--- src/rtl/wmmm_pkg.sv ---
// ----------------------------------------------------------------------------
// wmmm_pkg
// Shared types and constants for the windowed min / mean / max unit.
// ----------------------------------------------------------------------------
package wmmm_pkg;

    localparam int SAMPLE_BITS_DEF = 16;
    localparam int LEN_BITS        = 8;
    localparam int OUT_BITS        = 16;
    localparam int OUT_FIELDS      = 4;

    localparam logic [LEN_BITS-1:0] LEN_RESET = 8'd80;
    localparam logic [OUT_BITS-1:0] OUT_MAX   = 16'hFFFF;

    typedef enum logic [1:0] {
        ST_IDLE,
        ST_EVAL,
        ST_DIV,
        ST_LATCH
    } state_t;

    // controller to datapath
    typedef struct packed {
        logic cap;        // capture incoming sample
        logic acc;        // fold sample into the running window
        logic div_start;  // load the divider with the running sum
        logic div_step;   // one quotient bit
        logic latch;      // update held statistics, clear window
        logic out_load;   // load output register
    } cmd_t;

    // datapath to controller
    typedef struct packed {
        logic close;      // window full: this item closes it
        logic div_last;   // final quotient bit this cycle
        logic slot_free;  // output register can take a word
    } sts_t;

endpackage

--- src/rtl/wmmm_ctrl.sv ---
// ----------------------------------------------------------------------------
// wmmm_ctrl
// Sequencer: takes a word, accumulates or runs the divide, then loads output.
// ----------------------------------------------------------------------------
module wmmm_ctrl (
    input  logic          clk,
    input  logic          rst_n,
    input  logic          s_tvalid,
    output logic          s_tready,
    input  wmmm_pkg::sts_t sts,
    output wmmm_pkg::cmd_t cmd
);

    wmmm_pkg::state_t state_reg;
    wmmm_pkg::state_t state_next;

    always_ff @(posedge clk or negedge rst_n)
    begin
        if (!rst_n)
        begin
            state_reg <= wmmm_pkg::ST_IDLE;
        end
        else
        begin
            state_reg <= state_next;
        end
    end

    always_comb
    begin
        state_next = state_reg;
        cmd        = '0;
        s_tready   = 1'b0;
        case (state_reg)
            wmmm_pkg::ST_IDLE:
            begin
                s_tready = 1'b1;
                if (s_tvalid)
                begin
                    cmd.cap    = 1'b1;
                    state_next = wmmm_pkg::ST_EVAL;
                end
            end
            wmmm_pkg::ST_EVAL:
            begin
                if (sts.close)
                begin
                    cmd.div_start = 1'b1;
                    state_next    = wmmm_pkg::ST_DIV;
                end
                else if (sts.slot_free)
                begin
                    cmd.acc      = 1'b1;
                    cmd.out_load = 1'b1;
                    state_next   = wmmm_pkg::ST_IDLE;
                end
            end
            wmmm_pkg::ST_DIV:
            begin
                cmd.div_step = 1'b1;
                if (sts.div_last)
                begin
                    state_next = wmmm_pkg::ST_LATCH;
                end
            end
            wmmm_pkg::ST_LATCH:
            begin
                if (sts.slot_free)
                begin
                    cmd.latch    = 1'b1;
                    cmd.out_load = 1'b1;
                    state_next   = wmmm_pkg::ST_IDLE;
                end
            end
            default:
            begin
                state_next = wmmm_pkg::ST_IDLE;
            end
        endcase
    end

endmodule

--- src/rtl/wmmm_dp.sv ---
// ----------------------------------------------------------------------------
// wmmm_dp
// Window accumulators, bit-serial restoring divider, held statistics and
// output register.
// ----------------------------------------------------------------------------
module wmmm_dp #(
    parameter int SAMPLE_BITS = wmmm_pkg::SAMPLE_BITS_DEF
) (
    input  logic                              clk,
    input  logic                              rst_n,
    input  wmmm_pkg::cmd_t                    cmd,
    output wmmm_pkg::sts_t                    sts,
    input  logic                              cfg_valid,
    input  logic [wmmm_pkg::LEN_BITS-1:0]     cfg_data,
    input  logic [SAMPLE_BITS-1:0]            sample,
    input  logic                              m_tready,
    output logic                              m_tvalid,
    output logic [wmmm_pkg::OUT_FIELDS*wmmm_pkg::OUT_BITS-1:0] m_tdata,
    output logic                              m_tuser
);

    localparam int LW  = wmmm_pkg::LEN_BITS;
    localparam int OW  = wmmm_pkg::OUT_BITS;
    localparam int SW  = SAMPLE_BITS + LW;
    localparam int CW  = SW + 1;
    localparam int DCW = $clog2(SW);

    logic [LW-1:0]          len_reg;
    logic [LW-1:0]          count_reg;
    logic [SW-1:0]          sum_reg;
    logic [SAMPLE_BITS-1:0] min_reg;
    logic [SAMPLE_BITS-1:0] max_reg;
    logic [SAMPLE_BITS-1:0] sample_reg;
    logic [OW-1:0]          smin_reg, smin_next;
    logic [OW-1:0]          smean_reg, smean_next;
    logic [OW-1:0]          smax_reg, smax_next;
    logic [SW-1:0]          quo_reg;
    logic [LW-1:0]          rem_reg;
    logic [DCW-1:0]         dcnt_reg;
    logic                   ovalid_reg;
    logic [OW*wmmm_pkg::OUT_FIELDS-1:0] odata_reg;
    logic                   odone_reg;

    logic [LW-1:0] divisor;
    logic [LW:0]   rem_shift;
    logic          q_bit;
    logic [CW-1:0] quo_ext;

    assign divisor   = (len_reg == '0) ? LW'(1) : len_reg;
    assign rem_shift = {rem_reg, quo_reg[SW-1]};
    assign q_bit     = (rem_shift >= {1'b0, divisor});
    assign quo_ext   = CW'(quo_reg);

    assign sts.close     = (count_reg >= len_reg);
    assign sts.div_last  = (dcnt_reg == '0);
    assign sts.slot_free = !ovalid_reg || m_tready;

    // next held statistics (only differ from current on a window close)
    always_comb
    begin
        smin_next  = smin_reg;
        smean_next = smean_reg;
        smax_next  = smax_reg;
        if (cmd.latch)
        begin
            smin_next  = OW'(min_reg);
            smax_next  = OW'(max_reg);
            smean_next = (quo_ext > CW'(wmmm_pkg::OUT_MAX)) ? wmmm_pkg::OUT_MAX
                                                             : OW'(quo_reg);
        end
    end

    always_ff @(posedge clk or negedge rst_n)
    begin
        if (!rst_n)
        begin
            len_reg    <= wmmm_pkg::LEN_RESET;
            count_reg  <= '0;
            sum_reg    <= '0;
            min_reg    <= '0;
            max_reg    <= '0;
            smin_reg   <= '0;
            smean_reg  <= '0;
            smax_reg   <= '0;
            ovalid_reg <= 1'b0;
        end
        else
        begin
            if (cfg_valid)
            begin
                len_reg <= cfg_data;
            end
            if (cmd.acc)
            begin
                count_reg <= count_reg + LW'(1);
                sum_reg   <= sum_reg + SW'(sample_reg);
                if (count_reg == '0 || sample_reg < min_reg)
                begin
                    min_reg <= sample_reg;
                end
                if (sample_reg > max_reg)
                begin
                    max_reg <= sample_reg;
                end
            end
            else if (cmd.latch)
            begin
                count_reg <= '0;
                sum_reg   <= '0;
                min_reg   <= '0;
                max_reg   <= '0;
            end
            smin_reg  <= smin_next;
            smean_reg <= smean_next;
            smax_reg  <= smax_next;
            if (cmd.out_load)
            begin
                ovalid_reg <= 1'b1;
            end
            else if (m_tready)
            begin
                ovalid_reg <= 1'b0;
            end
        end
    end

    // payload: sample capture, divider, output word
    // remainder stays below the divisor, so LW bits hold it
    always_ff @(posedge clk)
    begin
        if (cmd.cap)
        begin
            sample_reg <= sample;
        end
        if (cmd.div_start)
        begin
            quo_reg  <= sum_reg;
            rem_reg  <= '0;
            dcnt_reg <= DCW'(SW - 1);
        end
        else if (cmd.div_step)
        begin
            quo_reg  <= {quo_reg[SW-2:0], q_bit};
            rem_reg  <= LW'(q_bit ? (rem_shift - {1'b0, divisor}) : rem_shift);
            dcnt_reg <= dcnt_reg - DCW'(1);
        end
        if (cmd.out_load)
        begin
            odata_reg <= {smax_next, smean_next, smin_next, OW'(sample_reg)};
            odone_reg <= cmd.latch;
        end
    end

    assign m_tvalid = ovalid_reg;
    assign m_tdata  = odata_reg;
    assign m_tuser  = odone_reg;

endmodule

--- src/rtl/windowed_min_mean_max_unit.sv ---
// Flow: a word that does not close a window is captured, folded into the running
// window and loaded into the output register; a closing word first runs a bit-serial
// divide of the running sum, one quotient bit per cycle, then loads the output.
// A new word is accepted only after the previous one is loaded into the output.
// Reset (rst_n, async, active low): window length 80, accumulators and held
// statistics zero, output empty.
// ----------------------------------------------------------------------------
// windowed_min_mean_max_unit
// Windowed minimum, truncated mean and maximum of a raw sample stream.
// ----------------------------------------------------------------------------
module windowed_min_mean_max_unit #(
    parameter int SAMPLE_BITS = wmmm_pkg::SAMPLE_BITS_DEF
) (
    input  logic                                   clk,
    input  logic                                   rst_n,
    input  logic                                   s_tvalid,
    output logic                                   s_tready,
    input  logic [((SAMPLE_BITS+7)/8)*8-1:0]       s_tdata,   // sample
    output logic                                   m_tvalid,
    input  logic                                   m_tready,
    // raw_now, held_min, held_mean, held_max (16 bits each)
    output logic [wmmm_pkg::OUT_FIELDS*wmmm_pkg::OUT_BITS-1:0] m_tdata,
    output logic                                   m_tuser,   // window_done
    input  logic                                   cfg_valid,
    output logic                                   cfg_ready,
    input  logic [wmmm_pkg::LEN_BITS-1:0]          cfg_data   // window_len
);

    wmmm_pkg::cmd_t cmd;
    wmmm_pkg::sts_t sts;

    assign cfg_ready = 1'b1;

    wmmm_ctrl u_ctrl (
        .clk      (clk),
        .rst_n    (rst_n),
        .s_tvalid (s_tvalid),
        .s_tready (s_tready),
        .sts      (sts),
        .cmd      (cmd)
    );

    wmmm_dp #(
        .SAMPLE_BITS (SAMPLE_BITS)
    ) u_dp (
        .clk       (clk),
        .rst_n     (rst_n),
        .cmd       (cmd),
        .sts       (sts),
        .cfg_valid (cfg_valid),
        .cfg_data  (cfg_data),
        .sample    (s_tdata[SAMPLE_BITS-1:0]),
        .m_tready  (m_tready),
        .m_tvalid  (m_tvalid),
        .m_tdata   (m_tdata),
        .m_tuser   (m_tuser)
    );

    // statistics are only latched into a free output slot
    assert property (@(posedge clk) disable iff (!rst_n)
        cmd.latch |-> sts.slot_free)
        else $error("latch without free output slot");

    // a full window must never accumulate another sample
    assert property (@(posedge clk) disable iff (!rst_n)
        cmd.acc |-> !sts.close)
        else $error("accumulate into a full window");

    // divider runs more than one step
    assert property (@(posedge clk) disable iff (!rst_n)
        cmd.div_start |=> (cmd.div_step && !sts.div_last))
        else $error("divider sequence broken");

    // a closing word always reports window_done
    assert property (@(posedge clk) disable iff (!rst_n)
        cmd.latch |=> (m_tvalid && m_tuser))
        else $error("window close not flagged");

endmodule

--- config.mk ---
export PLATFORM = sky130hd
export DESIGN_NAME = windowed_min_mean_max_unit
export DESIGN_NICKNAME = d
export VERILOG_FILES = /design/src/rtl/wmmm_pkg.sv /design/src/rtl/wmmm_ctrl.sv /design/src/rtl/wmmm_dp.sv /design/src/rtl/windowed_min_mean_max_unit.sv
export SDC_FILE = /design/constraint.sdc
export NUM_CORES = 1
export LEC_CHECK = 0
export BUFFER_PORTS_ARGS = -buffer_cell sky130_fd_sc_hd__buf_2
export CAP_MARGIN = 20
export CORE_MARGIN = 2
export CORE_UTILIZATION = 35
export CTS_CLUSTER_SIZE = 40
export DETAILED_ROUTE_END_ITERATION = 7
export GPL_TIMING_DRIVEN = 0
export PLACE_DENSITY = 0.59
export SYNTH_ARGS = -nofsm -noshare
export SYNTH_HDL_FRONTEND = slang
export SYNTH_HIERARCHICAL = 1
export SYNTH_SLANG_ARGS = --single-unit
--- constraint.sdc ---
create_clock -name clk -period 6.7 [get_ports clk]
set_input_delay 1.34 -clock clk [delete_from_list [all_inputs] [get_ports clk]]
set_output_delay 1.34 -clock clk [all_outputs]
set_load 0.02 [all_outputs]
Word-level counts from Yosys, hierarchy flattened
Index checks and enable logic that the tools add are counted.
{"block": "word_totals", "out_inout_bits": 68, "regBits": 241, "elab_cells": 80}
{"block": "classes", "eq_ne": 7, "muxes": 35, "addsub": 4, "magnitude_cmp": 5, "reduce_logical": 13}
{"op": "2-to-1 mux 16 bit", "count": 9}
{"op": "2-to-1 mux 24 bit", "count": 4}
{"op": "2-to-1 mux 8 bit", "count": 4}
{"op": "adder 24 x 16 -> 24 bit", "count": 1}
{"op": "greater-than comparator 24 x 16 -> 1 bit (second input constant)", "count": 1}
{"op": "greater-than comparator 16 bit", "count": 1}
{"op": "zero test 8 bit", "count": 2}
{"op": "less-than comparator 16 bit", "count": 1}
{"op": "2-to-1 mux 2 bit", "count": 6}
{"op": "2-to-1 mux 1 bit", "count": 10}
{"op": ">= comparator 9 x 8 -> 1 bit", "count": 1}
{"op": "adder 8 x 1 -> 8 bit (second input constant)", "count": 1}
{"op": ">= comparator 8 bit", "count": 1}
{"op": "one-hot mux 2 bit (4 select lines)", "count": 1}
{"op": "subtractor 8 bit", "count": 1}
{"op": "AND reduction 2 bit", "count": 3}
{"op": "nonzero test 2 bit", "count": 3}
{"op": "zero test 5 bit", "count": 1}
{"op": "subtractor 5 x 1 -> 5 bit (second input constant)", "count": 1}
{"op": "== test 2 bit (second input constant)", "count": 2}
{"op": "inequality test 2 x 1 -> 1 bit (second input constant)", "count": 2}
{"op": "inequality test 2 bit (second input constant)", "count": 2}
{"op": "== test 2 x 1 -> 1 bit (second input constant)", "count": 1}
{"op": "zero test 2 bit", "count": 1}
{"op": "other kinds (3)", "count": 4}

Logic depth before layout (Yosys ltp)
{"block": "depth", "ltp_word": 7, "depth_mapped": 16, "ltp_nobuf": 14}

Modules after synthesis
Netlist, hierarchy kept.
{"module": "wmmm_dp", "n_inst": 1, "cells_each": 870, "area_per_inst_um2": 10974.3, "seq_area_each_um2": 6443.7}
{"module": "wmmm_ctrl", "n_inst": 1, "cells_each": 16, "area_per_inst_um2": 118.9, "seq_area_each_um2": 50.0}
{"module": "windowed_min_mean_max_unit", "n_inst": 1, "cells_each": 2, "area_per_inst_um2": 11.3, "seq_area_each_um2": 0.0}

Worst setup path before layout
OpenSTA, ideal clock, no wires.
{"block": "synth_timing", "kind": "reg-to-reg", "startpoint": "register u_dp.count_reg[0]", "endpoint": "register u_dp.odata_reg, in the netlist u_dp/m_tdata[0] (enable)", "setup_time_ns": 0.510, "slack_ns": 1.298, "arrival_time_ns": 4.892, "required_time_ns": 6.190, "path_buffers": 0, "period_less_slack_ns": 5.402, "path_stages_with_launch": 10, "cell_sequence": "dfrtp_1 -> inv_1 -> ha_1 -> nand2b_1 -> a21o_1 -> a21o_1 -> a211o_1 -> a21oi_1 -> o21ai_0 -> a21oi_1"}
{"element": "start: declaration", "line": "wmmm_dp.sv:29", "text": "logic [LW-1:0] count_reg;"}
{"element": "start signal: assignment", "line": "wmmm_dp.sv:95", "text": "count_reg <= count_reg + LW'(1);"}
{"element": "end signal: assignment", "line": "wmmm_dp.sv:149", "text": "odata_reg <= {smax_next, smean_next, smin_next, OW'(sample_reg)};"}
{"element": "end: declaration", "line": "wmmm_dp.sv:41", "text": "logic [OW*wmmm_pkg::OUT_FIELDS-1:0] odata_reg;"}

==> impl_summary.txt <==
----------------------------------------------------
[Setup path]
  Kind of capture point of the worst setup path ... flop
  Worst EP required ... 7.17 ns
  Logic depth of the worst register-to-register path ... 17
  Critical path startpoint category ... flop
  Max Fanout on Critical Path ... 10
  Launch instance of the worst register-to-register path ... u_dp/count_reg[0]$_DFFE_PN0P_
  Critical path start-end classification ... reg -> reg
  Critical path capture point ... u_dp/max_reg[14]$_DFFE_PN0P_
  Launch point of the worst path ... u_dp/count_reg[0]$_DFFE_PN0P_
  Data arrival time at the worst-slack endpoint ... 4.96 ns
  Worst flop-to-flop path endpoint ... u_dp/max_reg[14]$_DFFE_PN0P_
  R2R setup slack ... 2.21 ns

[Global routing]
  Global-route wire length before repair ... 40070 um
  Combined global-route utilization of all metal layers ... 15.21%
  Number of global-route vias before repair ... 7210
  Number of antenna violations at the first check in global routing ... 1
  Global route total overflow ... 0
  Pin count of the biggest net entering global routing ... 95
  Met2 usage in global routing ... 24.56%
  Met3 demand-to-capacity share in global routing ... 2.115%
  Met1 usage in global routing ... 21.56%
  Busiest layer in global routing ... met2

[Drt]
  Vias/cell ... 5.071
  Overall routed net length ... 25180 um
  Number of vias after detailed routing ... 7302
  Routed length per placed instance ... 17.49 um
  Iter 0 DRT Violations ... 392
  First-pass detailed-route iteration total ... 4
  Detailed-route DRC error count ... 0
  Number of nets with antenna violations after routing ... 0

[Final layout]
  Largest register FFs ... 64
  Growth of design area from synthesis to finish ... 18.10%
  Final cell area excluding filler cells ... 13110 um2
  Layout Cells excl Fill ... 1440
  Register cell area after layout ... 6494 um2
  Filler cell count in the final layout ... 2960
  Nets ... 1113
  Share of cells above drive strength 1 ... 22.37%
  Final Util ... 41.77%
  Area taken by multi-input logic gates ... 4263 um2

[STA]
  Highest attainable clock frequency ... 222.8 MHz
  Worst setup slack after layout ... 2.213 ns
  Worst-case headroom to the max-slew limit ... 34.24%
  Worst hold slack across all endpoints ... 0.4814 ns
  Number of hold violations in the final report ... 0
  Max-slew violation total from the final report ... 0
  Final critical delay including setup and external delays ... 4.487 ns
  Share of the clock period used by the worst path after layout ... 66.98%
  Slew at the pin closest to its max-slew limit ... 0.9864 ns
  TNS Setup ... 0 ns
  Final-report setup violation count ... 0
  Unrepaired setup endpoints after global routing ... false
  Clock tree skew after final layout ... 0.01281 ns

[Run]
  Number of maximum-capacitance constraint violations ... 0

[Yosys]
  Sequential element share of the synthesized area ... 58.48%
  Synthesized netlist cell count ... 888
  Synthesized area divided by synthesized cell count ... 12.50 um2
  Proportion of register bits with asynchronous set or reset after synthesis ... 51.04%
  Number of warning messages in the yosys log ... 6
  Count of flip-flops with a built-in enable after synthesis ... 105
  Number of synthesized register bits ... 241
  Proportion of netlist area held by the largest area contributor ... 28.39%
  Count of cell types in the netlist ... 72
  Top cells by area in the synthesized netlist ... sky130_fd_sc_hd__edfxtp_1 (28%), sky130_fd_sc_hd__dfrtp_1 (27%), sky130_fd_sc_hd__ha_1 (7.4%)
  Summed instance area of the synthesized netlist ... 11100 um2
  Library cell with the largest summed area after synthesis ... sky130_fd_sc_hd__edfxtp_1
  Leading register cell type out of synthesis ... sky130_fd_sc_hd__dfrtp_1
  Syn_nets ... 985

[Placed design]
  Placed cell count ... 1389
  Port buffer count ... 95
  Standard cell area after detailed placement ... 12170 um2
  Pre-CTS setup slack ... 2.186 ns
  Final estimated routing congestion in global placement ... 0.8243
  Detailed placement HPWL ... 17710 um

[Floorplanning]
  Core region area ... 31390 um2
  Die extent in y ... 182.1 um
  Initial standard-cell utilization of the core ... 35.37%
  Row cnt ... 65
  Area of the die ... 33170 um2
  Overall die width ... 182.1 um
  Number of top-level pins ... 97

[Power]
  PD cells ... 511.6 nW/um2
  Post-layout power ... 6.709 mW
  Static leakage ... 5.694 nW
  Worst supply voltage drop on vdd ... 0.2260 mV

[CTS]
  Number of H-tree branching levels ... 1
  Setup fix buffers added after clock tree synthesis ... 0
  Maximum number of buffers from clock root to sink ... 3
  CTS clock-pin slew for the worst setup and hold paths ... 0.07 ns
  Clk_lat worst skew ... 0.54 ns
  Number of buffers inserted during clock tree synthesis ... 27
  Total clock sinks ... 241
  CTS tree ... yes
  # hold bufs at CTS ... 0
  Library cell used as clock root buffer ... sky130_fd_sc_hd__clkbuf_16
  # resized after CTS ... 0

[Worst hold path]
  Class of the tightest hold or removal check ... reg -> reg

[Outcome]
  Result of the run ... complete, no violations

----------------------------------------------------
-- layer usage --
| metal | vias up | wire length [um] |
|---|---|---|
| met5 | - | 0 |
| met4 | 0 | 487 |
| met3 | 35 | 993 |
| met2 | 142 | 11630 |
| met1 | 3561 | 12070 |
| li1 | 3564 | - |
-- final cells by class --
cell class | count | area share [%]
flip-flops and latches | 241 | 49.52
clock inverters | 21 | 1.794
diodes | 1 | 0.01908
inverters | 58 | 1.660
multi-input cells | 556 | 32.51
plain buffers | 33 | 1.078
repair buffers | 99 | 4.227
well taps | 402 | 3.836
clock buffers | 29 | 5.362
-- where the power goes --
group	leakage, nW	internal, mW	total [mW]	switching (mW)
Combinational	2.58	1.06	2.55	1.48
Clock	0.455	0.922	1.55	0.629
Sequential	2.66	2.26	2.61	0.353
Total	5.69	4.24	6.71	2.46
-- synth_stat cells (14+ instances only) --
library cell	number
sky130_fd_sc_hd__dfrtp_1	121
sky130_fd_sc_hd__edfxtp_1	105
sky130_fd_sc_hd__ha_1	66
sky130_fd_sc_hd__mux2_2	58
sky130_fd_sc_hd__inv_1	57
sky130_fd_sc_hd__nand2_1	57
sky130_fd_sc_hd__o21ai_0	44
sky130_fd_sc_hd__nor2_1	38
sky130_fd_sc_hd__a21oi_1	34
sky130_fd_sc_hd__clkbuf_1	25
sky130_fd_sc_hd__a22o_1	20
sky130_fd_sc_hd__and3_1	20
sky130_fd_sc_hd__a21o_1	18
sky130_fd_sc_hd__o22a_1	16
sky130_fd_sc_hd__nand2b_1	14
sky130_fd_sc_hd__nand3_1	14
-- worst max-delay path, cell delays in order (launching register included) --
cell and delay (ns):
sky130_fd_sc_hd__dfrtp_1 0.41, sky130_fd_sc_hd__inv_1 0.09, sky130_fd_sc_hd__ha_1 0.27, sky130_fd_sc_hd__nand2b_1 0.14
sky130_fd_sc_hd__a21o_1 0.18, sky130_fd_sc_hd__a21o_1 0.17, sky130_fd_sc_hd__a211o_1 0.28, sky130_fd_sc_hd__a21oi_1 0.14
sky130_fd_sc_hd__o21ai_0 0.28, sky130_fd_sc_hd__nor3_1 0.49, sky130_fd_sc_hd__buf_2 0.30, sky130_fd_sc_hd__inv_1 0.08
sky130_fd_sc_hd__buf_4 0.19, sky130_fd_sc_hd__nand2_1 0.35, sky130_fd_sc_hd__and2_1 0.19, sky130_fd_sc_hd__a41o_1 0.24
sky130_fd_sc_hd__clkbuf_1 0.41, sky130_fd_sc_hd__a22o_1 0.20
-- layout by cell type, fill, tap and decap left out, types with 5 or more instances in the layout --
cell type                   netlist  layout
sky130_fd_sc_hd__nor2b_1          6       6
sky130_fd_sc_hd__nand2b_1        14      14
sky130_fd_sc_hd__buf_2            2      97
sky130_fd_sc_hd__nand3_1         14      14
sky130_fd_sc_hd__a21o_1          18      18
sky130_fd_sc_hd__edfxtp_1       105     105
sky130_fd_sc_hd__a22o_1          20      20
sky130_fd_sc_hd__nand4_1         12      12
sky130_fd_sc_hd__xor2_1           7       7
sky130_fd_sc_hd__o21ai_0         44      44
sky130_fd_sc_hd__dfrtp_1        121     121
sky130_fd_sc_hd__inv_1           57      57
sky130_fd_sc_hd__nor3_1           9       9
sky130_fd_sc_hd__a31oi_1          5       5
sky130_fd_sc_hd__and3_1          20      20
sky130_fd_sc_hd__o21a_1           5       5
sky130_fd_sc_hd__a21oi_1         34      33
sky130_fd_sc_hd__nor2_1          38      38
sky130_fd_sc_hd__clkbuf_16        0      27
sky130_fd_sc_hd__mux2_2          58      58
sky130_fd_sc_hd__mux2i_1         11      11
sky130_fd_sc_hd__a221o_1         10      10
sky130_fd_sc_hd__a211oi_1         6       6
sky130_fd_sc_hd__ha_1            66      66
sky130_fd_sc_hd__nand2_1         57      57
sky130_fd_sc_hd__a221o_2          6       6
sky130_fd_sc_hd__o22a_1          16      16
sky130_fd_sc_hd__o31ai_1          5       5
sky130_fd_sc_hd__xnor2_1          8       8
sky130_fd_sc_hd__dfxtp_1         13      13
sky130_fd_sc_hd__clkbuf_1        25      25
-- how the worst min path moves through the flow --
stage | to | slack (ns) | startpoint | depth (start not counted)
floorplan | u_dp/sum_reg[23]$_DFFE_PN0P_ | 0.44 | u_dp/sum_reg[23]$_DFFE_PN0P_ | 1
CTS | u_dp/sum_reg[23]$_DFFE_PN0P_ | 0.48 | u_dp/sum_reg[23]$_DFFE_PN0P_ | 1
global route | u_dp/sum_reg[23]$_DFFE_PN0P_ | 0.51 | u_dp/sum_reg[23]$_DFFE_PN0P_ | 1
detailed placement | u_dp/sum_reg[23]$_DFFE_PN0P_ | 0.47 | u_dp/sum_reg[23]$_DFFE_PN0P_ | 1
finish | u_dp/sum_reg[23]$_DFFE_PN0P_ | 0.48 | u_dp/sum_reg[23]$_DFFE_PN0P_ | 1
global placement | u_dp/sum_reg[23]$_DFFE_PN0P_ | 0.46 | u_dp/sum_reg[23]$_DFFE_PN0P_ | 1
-- logic make-up after synthesis --
group	synth area share [%]
AOI/OAI and AO/OA	13.00
buffers and inverters	3.234
xor gates and xnor gates	1.183
and+or+nand+nor	9.397
DFF	58.48
adders and majority gates	7.797
muxes	6.873
other	0.03377
Note: power is estimated with default switching activity, not from simulation.
